--- src/hdl/afd_pkg.sv ---
// ----------------------------------------------------------------------------
// afd_pkg
// Shared types and constants for the API frame deframer.
// ----------------------------------------------------------------------------
package afd_pkg;

   localparam logic [7:0]  DELIMITER       = 8'h7E;
   localparam logic [7:0]  CHECKSUM_BASE   = 8'hFF;
   localparam logic [15:0] MAX_LEN_RESET   = 16'd256;

   localparam int          CSR_ADDR_WIDTH  = 3;
   localparam int          CSR_DATA_WIDTH  = 32;
   localparam logic [0:0]  REG_MAX_LEN     = 1'b0;

   localparam logic [1:0]  STATUS_BUSY     = 2'd0;
   localparam logic [1:0]  STATUS_GOOD     = 2'd1;
   localparam logic [1:0]  STATUS_BAD      = 2'd2;
   localparam logic [1:0]  STATUS_REJECT   = 2'd3;

   typedef struct packed {
      logic [15:0] max_frame_length;
   } afd_cfg_type;

   typedef struct packed {
      logic [7:0]  byte_value;
      logic [15:0] byte_index;
      logic        is_frame_type;
      logic        last;
      logic [1:0]  status;
   } afd_rsp_type;

endpackage

--- src/hdl/afd_if.sv ---
// ----------------------------------------------------------------------------
// afd_if
// Valid/ready channels for received bytes and for deframed result items.
// ----------------------------------------------------------------------------
interface afd_req_if;
   logic       valid;
   logic       ready;
   logic [7:0] rx_byte;

   modport source (output valid, output rx_byte, input ready);
   modport sink   (input valid, input rx_byte, output ready);
endinterface

interface afd_rsp_if;
   import afd_pkg::*;
   logic        valid;
   logic        ready;
   afd_rsp_type data;

   modport source (output valid, output data, input ready);
   modport sink   (input valid, input data, output ready);
endinterface

--- src/hdl/api_frame_deframer_top.sv ---
// ----------------------------------------------------------------------------
// api_frame_deframer_top
// Streaming receiver for delimited API frames with an 8-bit sum checksum.
//
//   Channel   Direction  Payload
//   req_chan  in         rx_byte
//   rsp_chan  out        byte_value, byte_index, is_frame_type, last, status
//   csr_*     in/out     max_frame_length at byte address 0
//
// One byte is accepted per cycle while the result channel is not stalled.
// The input register feeds the parser, which updates its state and loads the
// result register in the same cycle. Reset clears the parser to hunting and
// sets max_frame_length to 256. A stalled result holds one more byte in the
// input register before req_chan.ready drops.
// ----------------------------------------------------------------------------
module api_frame_deframer_top (
   input  logic                                 clock,
   input  logic                                 reset,
   afd_req_if.sink                              req_chan,
   afd_rsp_if.source                            rsp_chan,
   input  logic                                 csr_psel,
   input  logic                                 csr_penable,
   input  logic                                 csr_pwrite,
   input  logic [afd_pkg::CSR_ADDR_WIDTH-1:0]   csr_paddr,
   input  logic [afd_pkg::CSR_DATA_WIDTH-1:0]   csr_pwdata,
   output logic [afd_pkg::CSR_DATA_WIDTH-1:0]   csr_prdata,
   output logic                                 csr_pready
);
   import afd_pkg::*;

   afd_cfg_type cfg;

   afd_csr u_csr (
      .clock       (clock),
      .reset       (reset),
      .csr_psel    (csr_psel),
      .csr_penable (csr_penable),
      .csr_pwrite  (csr_pwrite),
      .csr_paddr   (csr_paddr),
      .csr_pwdata  (csr_pwdata),
      .csr_prdata  (csr_prdata),
      .csr_pready  (csr_pready),
      .cfg         (cfg)
   );

   afd_frame_fsm u_fsm (
      .clock    (clock),
      .reset    (reset),
      .cfg      (cfg),
      .req_chan (req_chan),
      .rsp_chan (rsp_chan)
   );

endmodule

--- src/hdl/afd_csr.sv ---
// ----------------------------------------------------------------------------
// afd_csr
// APB-style register file holding the maximum accepted frame length.
// ----------------------------------------------------------------------------
module afd_csr (
   input  logic                                 clock,
   input  logic                                 reset,
   input  logic                                 csr_psel,
   input  logic                                 csr_penable,
   input  logic                                 csr_pwrite,
   input  logic [afd_pkg::CSR_ADDR_WIDTH-1:0]   csr_paddr,
   input  logic [afd_pkg::CSR_DATA_WIDTH-1:0]   csr_pwdata,
   output logic [afd_pkg::CSR_DATA_WIDTH-1:0]   csr_prdata,
   output logic                                 csr_pready,
   output afd_pkg::afd_cfg_type                 cfg
);
   import afd_pkg::*;

   logic [15:0] max_len_ff;
   logic [15:0] max_len_in;
   logic        reg_sel;

   assign reg_sel    = (csr_paddr[CSR_ADDR_WIDTH-1:2] == REG_MAX_LEN);
   assign csr_pready = 1'b1;

   always_comb begin
      max_len_in = max_len_ff;
      if (csr_psel && csr_penable && csr_pwrite && reg_sel) begin
         max_len_in = csr_pwdata[15:0];
      end
   end

   always_ff @(posedge clock) begin
      if (reset) begin
         max_len_ff <= MAX_LEN_RESET;
      end else begin
         max_len_ff <= max_len_in;
      end
   end

   assign csr_prdata = reg_sel ? {{(CSR_DATA_WIDTH-16){1'b0}}, max_len_ff} : '0;
   assign cfg.max_frame_length = max_len_ff;

endmodule

--- src/hdl/afd_frame_fsm.sv ---
// ----------------------------------------------------------------------------
// afd_frame_fsm
// Input register, frame parsing state machine and result register.
// ----------------------------------------------------------------------------
module afd_frame_fsm (
   input  logic                 clock,
   input  logic                 reset,
   input  afd_pkg::afd_cfg_type cfg,
   afd_req_if.sink              req_chan,
   afd_rsp_if.source            rsp_chan
);
   import afd_pkg::*;

   typedef enum logic [2:0] {
      PH_HUNT   = 3'd0,
      PH_LEN_HI = 3'd1,
      PH_LEN_LO = 3'd2,
      PH_BODY   = 3'd3,
      PH_CHECK  = 3'd4
   } phase_type;

   logic        in_valid_ff, in_valid_in;
   logic [7:0]  in_byte_ff,  in_byte_in;
   phase_type   phase_ff,    phase_in;
   logic [15:0] length_ff,   length_in;
   logic [15:0] seen_ff,     seen_in;
   logic [7:0]  sum_ff,      sum_in;
   logic        out_valid_ff, out_valid_in;
   afd_rsp_type out_data_ff,  out_data_in;

   logic        advance;
   logic        emit;
   afd_rsp_type result;
   logic [15:0] full_length;
   logic [15:0] seen_next;

   assign advance        = in_valid_ff && (!out_valid_ff || rsp_chan.ready);
   assign req_chan.ready = !in_valid_ff || advance;
   assign full_length    = {length_ff[15:8], in_byte_ff};
   assign seen_next      = seen_ff + 16'd1;

   always_comb begin
      phase_in  = phase_ff;
      length_in = length_ff;
      seen_in   = seen_ff;
      sum_in    = sum_ff;
      emit      = 1'b0;
      result    = '0;
      unique case (phase_ff)
         PH_LEN_HI: begin
            length_in = {in_byte_ff, 8'h00};
            phase_in  = PH_LEN_LO;
         end
         PH_LEN_LO: begin
            length_in = full_length;
            if (full_length == 16'd0 || full_length > cfg.max_frame_length) begin
               phase_in      = PH_HUNT;
               emit          = 1'b1;
               result.last   = 1'b1;
               result.status = STATUS_REJECT;
            end else begin
               seen_in  = '0;
               sum_in   = '0;
               phase_in = PH_BODY;
            end
         end
         PH_BODY: begin
            emit                 = 1'b1;
            result.byte_value    = in_byte_ff;
            result.byte_index    = seen_ff;
            result.is_frame_type = (seen_ff == 16'd0);
            result.status        = STATUS_BUSY;
            sum_in               = sum_ff + in_byte_ff;
            seen_in              = seen_next;
            if (seen_next >= length_ff) begin
               phase_in = PH_CHECK;
            end
         end
         PH_CHECK: begin
            emit              = 1'b1;
            result.byte_index = length_ff;
            result.last       = 1'b1;
            result.status     = ((CHECKSUM_BASE - sum_ff) == in_byte_ff) ?
                                STATUS_GOOD : STATUS_BAD;
            phase_in          = PH_HUNT;
         end
         default: begin
            phase_in = (in_byte_ff == DELIMITER) ? PH_LEN_HI : PH_HUNT;
         end
      endcase
   end

   always_comb begin
      in_valid_in = in_valid_ff;
      in_byte_in  = in_byte_ff;
      if (req_chan.valid && req_chan.ready) begin
         in_valid_in = 1'b1;
         in_byte_in  = req_chan.rx_byte;
      end else if (advance) begin
         in_valid_in = 1'b0;
      end
      out_valid_in = out_valid_ff;
      out_data_in  = out_data_ff;
      if (advance) begin
         out_valid_in = emit;
         out_data_in  = result;
      end else if (rsp_chan.ready) begin
         out_valid_in = 1'b0;
      end
   end

   always_ff @(posedge clock) begin
      if (reset) begin
         in_valid_ff  <= 1'b0;
         out_valid_ff <= 1'b0;
         phase_ff     <= PH_HUNT;
         length_ff    <= '0;
         seen_ff      <= '0;
         sum_ff       <= '0;
      end else begin
         in_valid_ff  <= in_valid_in;
         out_valid_ff <= out_valid_in;
         if (advance) begin
            phase_ff  <= phase_in;
            length_ff <= length_in;
            seen_ff   <= seen_in;
            sum_ff    <= sum_in;
         end
      end
      in_byte_ff  <= in_byte_in;
      out_data_ff <= out_data_in;
   end

   assign rsp_chan.valid = out_valid_ff;
   assign rsp_chan.data  = out_data_ff;

endmodule

--- src/flat_wrapper.sv ---
// flat-port wrapper written by rule: the top's interface ports become plain ports
module api_frame_deframer_top_flat import afd_pkg::*;
  (clock, reset, csr_psel, csr_penable, csr_pwrite, csr_paddr, csr_pwdata, csr_prdata, csr_pready, req_chan_valid, req_chan_rx_byte, req_chan_ready, rsp_chan_valid, rsp_chan_data, rsp_chan_ready);
  afd_req_if req_chan_i ();
  afd_rsp_if rsp_chan_i ();
  input  logic clock;
  input  logic reset;
  input  logic csr_psel;
  input  logic csr_penable;
  input  logic csr_pwrite;
  input  logic [afd_pkg::CSR_ADDR_WIDTH-1:0] csr_paddr;
  input  logic [afd_pkg::CSR_DATA_WIDTH-1:0] csr_pwdata;
  output logic [afd_pkg::CSR_DATA_WIDTH-1:0] csr_prdata;
  output logic csr_pready;
  input wire logic [$bits(req_chan_i.valid)-1:0] req_chan_valid;
  input wire logic [$bits(req_chan_i.rx_byte)-1:0] req_chan_rx_byte;
  output wire logic [$bits(req_chan_i.ready)-1:0] req_chan_ready;
  output wire logic [$bits(rsp_chan_i.valid)-1:0] rsp_chan_valid;
  output wire logic [$bits(rsp_chan_i.data)-1:0] rsp_chan_data;
  input wire logic [$bits(rsp_chan_i.ready)-1:0] rsp_chan_ready;
  assign req_chan_i.valid = req_chan_valid;
  assign req_chan_i.rx_byte = req_chan_rx_byte;
  assign req_chan_ready = req_chan_i.ready;
  assign rsp_chan_valid = rsp_chan_i.valid;
  assign rsp_chan_data = rsp_chan_i.data;
  assign rsp_chan_i.ready = rsp_chan_ready;
  api_frame_deframer_top u_core (.clock(clock), .reset(reset), .req_chan(req_chan_i), .rsp_chan(rsp_chan_i), .csr_psel(csr_psel), .csr_penable(csr_penable), .csr_pwrite(csr_pwrite), .csr_paddr(csr_paddr), .csr_pwdata(csr_pwdata), .csr_prdata(csr_prdata), .csr_pready(csr_pready));
endmodule
--- config.mk ---
export PLATFORM = sky130hd
export DESIGN_NAME = api_frame_deframer_top_flat
export DESIGN_NICKNAME = d
export VERILOG_FILES = /design/src/hdl/afd_pkg.sv /design/src/hdl/afd_if.sv /design/src/hdl/api_frame_deframer_top.sv /design/src/hdl/afd_csr.sv /design/src/hdl/afd_frame_fsm.sv /design/src/flat_wrapper.sv
export SDC_FILE = /design/constraint.sdc
export NUM_CORES = 1
export LEC_CHECK = 0
export BUFFER_PORTS_ARGS = -buffer_cell sky130_fd_sc_hd__buf_2
export CAP_MARGIN = 20
export CORE_MARGIN = 2
export CORE_UTILIZATION = 50
export DETAILED_ROUTE_END_ITERATION = 6
export PLACE_DENSITY = 0.74
export SKIP_CTS_REPAIR_TIMING = 1
export SYNTH_ARGS = -nofsm -noshare
export SYNTH_HDL_FRONTEND = slang
export SYNTH_SLANG_ARGS = --single-unit
--- constraint.sdc ---
create_clock -name clock -period 4.7 [get_ports clock]
set_clock_uncertainty 0.05 [all_clocks]
set_input_delay 1.175 -clock clock [delete_from_list [all_inputs] [get_ports clock]]
set_output_delay 1.175 -clock clock [all_outputs]
set_load 0.01 [all_outputs]
# Word level (Yosys, flattened, before mapping)
# Index checks and enable logic that the tools add are counted.
[totals]
ff_bits = 97
out_inout_bits = 63
elab_cells = 71
in_bits = 50
[classes]
bitwise_logic = 2
addsub = 3
eq_ne = 8
n_reduce_logical = 21
n_lt_le_gt_ge = 2
muxes = 21
[op_table]
columns = ["cell", "count"]
rows = [
  ["16-bit one-hot mux with 2 select lines", 3],
  ["16-bit zero test", 2],
  ["16-bit 2-to-1 mux", 2],
  ["16-bit by 1-bit adder with 16-bit output (second input constant)", 1],
  ["16-bit greater-or-equal comparator", 1],
  ["16-bit greater-than comparator", 1],
  ["8-bit one-hot mux with 2 select lines", 1],
  ["3-bit one-hot mux with 4 select lines", 1],
  ["8-bit adder", 1],
  ["8-bit by 7-bit == test with 1-bit output (second input constant)", 1],
  ["8-bit == test", 1],
  ["8-bit 2-to-1 mux", 1],
  ["2-bit nonzero test", 4],
  ["8-bit subtractor (first input constant)", 1],
  ["3-bit by 2-bit == test with 1-bit output (second input constant)", 2],
  ["1-bit 2-to-1 mux", 6],
  ["3-bit 2-to-1 mux", 2],
  ["3-bit AND reduction", 2],
  ["1-bit logical AND", 5],
  ["2-bit 2-to-1 mux", 2],
  ["2-bit inequality test (second input constant)", 2],
  ["1-bit one-hot mux with 2 select lines", 2],
  ["2-bit one-hot mux with 2 select lines", 1],
  ["2-bit AND reduction", 2],
  ["other kinds (6)", 10],
]

# Longest topological paths before layout
[depth]
depth_word = 6
mapped_depth = 14
mapped_depth_nobuf = 13

# Cells and area by module
# From an unflattened synthesis, not the netlist that was laid out.
[unflattened]
hier_cells = 620
area_unflattened_um2 = 5607.9
[modules_own_cells]
columns = ["mod", "seq_area_each_um2", "area_each_um2", "n_inst", "cells_per_inst"]
rows = [
  ["afd_frame_fsm", 1981.9, 4625.7, 1, 514],
  ["afd_csr", 320.3, 982.2, 1, 106],
]

# Worst setup path after synthesis
# No wires, ideal clock.
[synth_path]
kind = "register to register"
start = "reg u_core.u_fsm.seen_ff[0]"
end = "reg u_core.u_fsm.phase_ff[0]"
path_slack_ns = 1.620
stages_incl_launch_ff = 13
arrival_time_ns = 2.956
setup_time_ns = 0.074
path_buffers = 0
period_less_slack_ns = 3.080
required_time_ns = 4.576
cell_sequence = "dfxtp_1 -> ha_1 -> nand3_1 -> nor4_2 -> nand3_1 -> xnor2_1 -> ha_1 -> nand4_1 -> a2111oi_2 -> o21a_1 -> o31ai_2 -> or4_1 -> o21ai_0"
[synth_via]
elab_chain_cells = 4
[synth_lines]
columns = ["element", "line_no", "text"]
rows = [
  ["start, declared", "afd_frame_fsm.sv:26", "logic [15:0] seen_ff, seen_in;"],
  ["start signal, assigned", "afd_frame_fsm.sv:126", "seen_ff <= seen_in;"],
  ["16-bit by 1-bit adder with 16-bit output", "afd_frame_fsm.sv:40", "assign seen_next = seen_ff + 16'd1;"],
  ["16-bit greater-or-equal comparator", "afd_frame_fsm.sv:75", "if (seen_next >= length_ff) begin"],
  ["2-bit inequality test (no line)", "n/a", ""],
  ["2-bit AND reduction (no line)", "n/a", ""],
  ["end signal, assigned", "afd_frame_fsm.sv:124", "phase_ff <= phase_in;"],
  ["end, declared", "afd_frame_fsm.sv:24", "phase_type phase_ff, phase_in;"],
]
# No other way between the ends.
# A chain may end at the register's enable or synchronous reset.

# Worst setup path after layout
# Same ends and word-level chain as after synthesis.

==> parameters.txt <==
Parameter                              Value

Min path
  Worst hold-check path type    reg2reg

Clock network
  Clock transition at the register clock pins on the worst setup and hold paths after CTS    90 ps
  Master cell of the clock root buffer    clkbuf_8
  Maximum level of the CTS H-tree    3
  Max clock buf depth    2
  Clock buffers created by TritonCTS    9
  Sinks on Clock Net    97
  Clk_lat worst skew    370 ps
  Clock tree from TritonCTS    built

Synthesis
  Number of cells produced by synthesis    611
  Warnings, synthesis    0
  Cell types with the largest area share after synthesis    dfxtp_1 23%, edfxtp_1 20%, ha_1 9.6%
  Largest area contributor in the synthesized netlist    dfxtp_1
  Number of synthesized flops with an enable pin    36
  Flip-flop cell with the highest count after synthesis    dfxtp_1
  Synthesized flop and latch total    97
  Distinct cell type count of the synthesized netlist    53
  Area share of the largest cell type after synthesis    0.228
  Sequential cell area fraction in the yosys report    0.431
  Netlist Area Pre-Place    5350 sq um
  Synth Area per Inst    8.75 sq um
  Fraction of registers with async set/reset    0

Floorplanning
  Die Wd    107 um
  Total die area    11500 sq um
  Overall die height    107 um
  Core area    10400 sq um
  Starting density of the core    0.516
  Placement Rows    37
  Number of ports placed on the die boundary    113

Run
  Number of max-cap violations    0

Timing
  Final clock period utilization by the worst path    0.762
  Total setup violations reported at the end of the flow    0
  Period minus WS final    3580 ps
  Transition time at the pin with the least slew margin    922 ps
  Setup repair after global routing missed its margin    false
  Max Slew Vio Count    0
  Maximum clock rate    0.279 GHz
  Hold violation total from the final report    0
  Setup total negative slack    0 ps
  Worst max-slew margin expressed relative to the limit    0.386

Power and ir drop
  Reported leakage power    2.33 nW
  Max VDD drop    0.153 mV
  Pwr per Cell Area    261 nW/um^2
  Overall power    1.54 mW

Routing
  Antenna Violating Nets Remaining    0
  Highest metal layer with signal wires    met4
  Met2 layer wire length in the routed design    5870 um
  First-pass detailed-route iteration total    5
  DR WL/cell    15.5 um
  Initial DRC Count    261
  Number of design rule violations left after detail routing    0
  Wire length after detailed routing    12600 um
  WL met3    775 um
  Met1 WL    5570 um
  Via-to-Cell Ratio    5.51
  Via count of the routed design    4460

Global route
  First-pass GRT wire length    20800 um
  Initial antenna violation count    0
  Via count of the first global-routing pass    4304
  Largest net degree at the start of global routing    49
  Total global routing overflow    0
  Global-route total usage across every layer    0.230

Critical path
  CP Data Required Time    4940 ps
  Critical path, cell by cell    ha_1, nand3_1, nor4_2, nand3_1, xnor2_1, ha_1, nand4_1, a2111oi_2, o21a_1, o31ai_2, or4_1, o21ai_0
  Critical path's slowest cell    or4_1
  CP max stage delay    540 ps
  Kind of start point of the critical path    flip-flop
  Crit path kind    reg2reg
  Highest fanout seen on the critical path    7
  Endpoint class of the critical path    flip-flop
  WP data arrival    3820 ps

Finish
  Share of post-route cells with drive strength above 1    0.159
  Area added between synthesis and finish    10.3%
  Diode count    0
  Net count, final    760

Place
  Routability cong.    0.924
  Half-perimeter wire length after placement    8940 um
  Number of buffers inserted by port buffering    77

Run status
  Run status    finished clean
[flip-flops by register name, summed over array words and instances, names as in the netlist, 3 cells and up]
name and flops:
u_core.u_csr.cfg 16, u_core.u_fsm.in_byte_ff 8, u_core.u_fsm.length_ff 16, u_core.u_fsm.phase_ff 3, u_core.u_fsm.rsp_chan.data 28, u_core.u_fsm.seen_ff 16
u_core.u_fsm.sum_ff 8
[routing by layer]
metal,GRT usage,vias to the layer above
met4,0.114,0
met5,0,-
met3,0.0369,32
met2,0.373,162
met1,0.298,2071
li1,-,2195
[area by class of cell]
cell class,instances,area [sq um]
inverter,41,154
clock buffer,10,128
multi-input combinational,440,2690
fill,975,4470
timing repair buffer,79,400
tap,136,170
sequential,97,2300
clock inverter,6,58.8
[logic make-up (layout without fill, tap and decap cells)]
group	after synthesis	after routing	synth area share
adders and majority gates	42	42	0.0997
buffers and inverters	89	136	0.0777
AOI/OAI and AO/OA	125	125	0.143
muxes	1	1	0.00187
other	2	17	0.00140
xor gates and xnor gates	25	25	0.0409
and+or+nand+nor	230	230	0.205
DFF	97	97	0.431
[final timing paths]
check / end / start / slack (ps) / cells past startpoint
setup / recovery: u_core.u_fsm.phase_ff[0]$_SDFFE_PP0P_ / u_core.u_fsm.seen_ff[0]$_SDFFE_PP0P_ / 1120 / 12
hold / removal: u_core.u_csr.cfg[10]$_SDFFE_PP0P_ / u_core.u_csr.cfg[10]$_SDFFE_PP0P_ / 410 / 2
hold reg to reg: u_core.u_csr.cfg[10]$_SDFFE_PP0P_ / u_core.u_csr.cfg[10]$_SDFFE_PP0P_ / 410 / 2
setup reg to reg: u_core.u_fsm.phase_ff[0]$_SDFFE_PP0P_ / u_core.u_fsm.seen_ff[0]$_SDFFE_PP0P_ / 1120 / 12
[power by group]
part           internal [mW]  leakage (nW)  switching, mW  total [mW]
Sequential             0.886         0.843         0.0212       0.907
Combinational         0.0373          1.39         0.0634       0.101
Clock                  0.244        0.0998          0.288       0.531
Total                   1.17          2.33          0.373        1.54
[Yosys cell counts, types with 2 or more instances]
| cell type | count |
|---|---|
| nand2_1 | 75 |
| inv_1 | 40 |
| edfxtp_1 | 36 |
| and2_1 | 10 |
| nor2_1 | 58 |
| a31oi_1 | 2 |
| a22oi_1 | 8 |
| conb_1 | 2 |
| nand4_1 | 12 |
| buf_2 | 7 |
| or2_1 | 2 |
| o22ai_1 | 6 |
| nand2b_1 | 3 |
| nand3b_1 | 3 |
| o21a_1 | 5 |
| a211oi_1 | 7 |
| xor2_1 | 8 |
| o211ai_1 | 4 |
| nor2b_1 | 3 |
| and3_1 | 8 |
| buf_4 | 19 |
| nand3_1 | 25 |
| a21oi_1 | 55 |
| o31ai_2 | 2 |
| nor2_2 | 2 |
| o21ai_0 | 27 |
| or3_1 | 7 |
| ha_1 | 41 |
| xnor2_1 | 17 |
| clkbuf_1 | 21 |
| a21o_1 | 3 |
| nor4_1 | 8 |
| dfxtp_1 | 61 |
| nor3_1 | 5 |
[through the flow]
step	setup WS (ps)	utilization	hold slack, ps	area [sq um]	cells
2_1_floorplan	1620	-	386	5400	626
3_3_place_gp	1240	0.551	391	5710	793
3_5_place_dp	1150	0.551	396	5710	793
4_1_cts	1120	0.569	408	5900	809
5_1_grt	868	0.569	425	5900	809
6_report	1120	0.569	405	5900	809
[layout by cell type, fill, tap and decap left out, types with 2 or more instances in the layout]
cell type and n:
buf_2 77, o21a_1 5, nand3b_1 3, a31oi_1 2, o211ai_1 4, clkbuf_8 9, nand3_1 25, ha_1 41
xnor2_1 17, and2_1 10, inv_1 40, a22oi_1 8, or3_1 7, clkinv_2 4, edfxtp_1 36, nor4_1 8
dfxtp_1 61, conb_1 17, a21oi_1 55, nand4_1 12, a21o_1 3, o31ai_2 2, nor2_1 58, o21ai_0 27
nand2b_1 3, xor2_1 8, nor3_1 5, nor2b_1 3, nor2_2 2, or2_1 2, a211oi_1 7, and3_1 8
nand2_1 75, o22ai_1 6, buf_4 2
[critical path: cells and delay by family, from the launching register on]
kind	cells	cell delay [ps]
and+or+nand+nor	5	1570
adders and majority gates	2	610
xor gates and xnor gates	1	160
DFF	1	460
AOI/OAI and AO/OA	4	650
No activity file was read; power rests on OpenSTA's default activity.
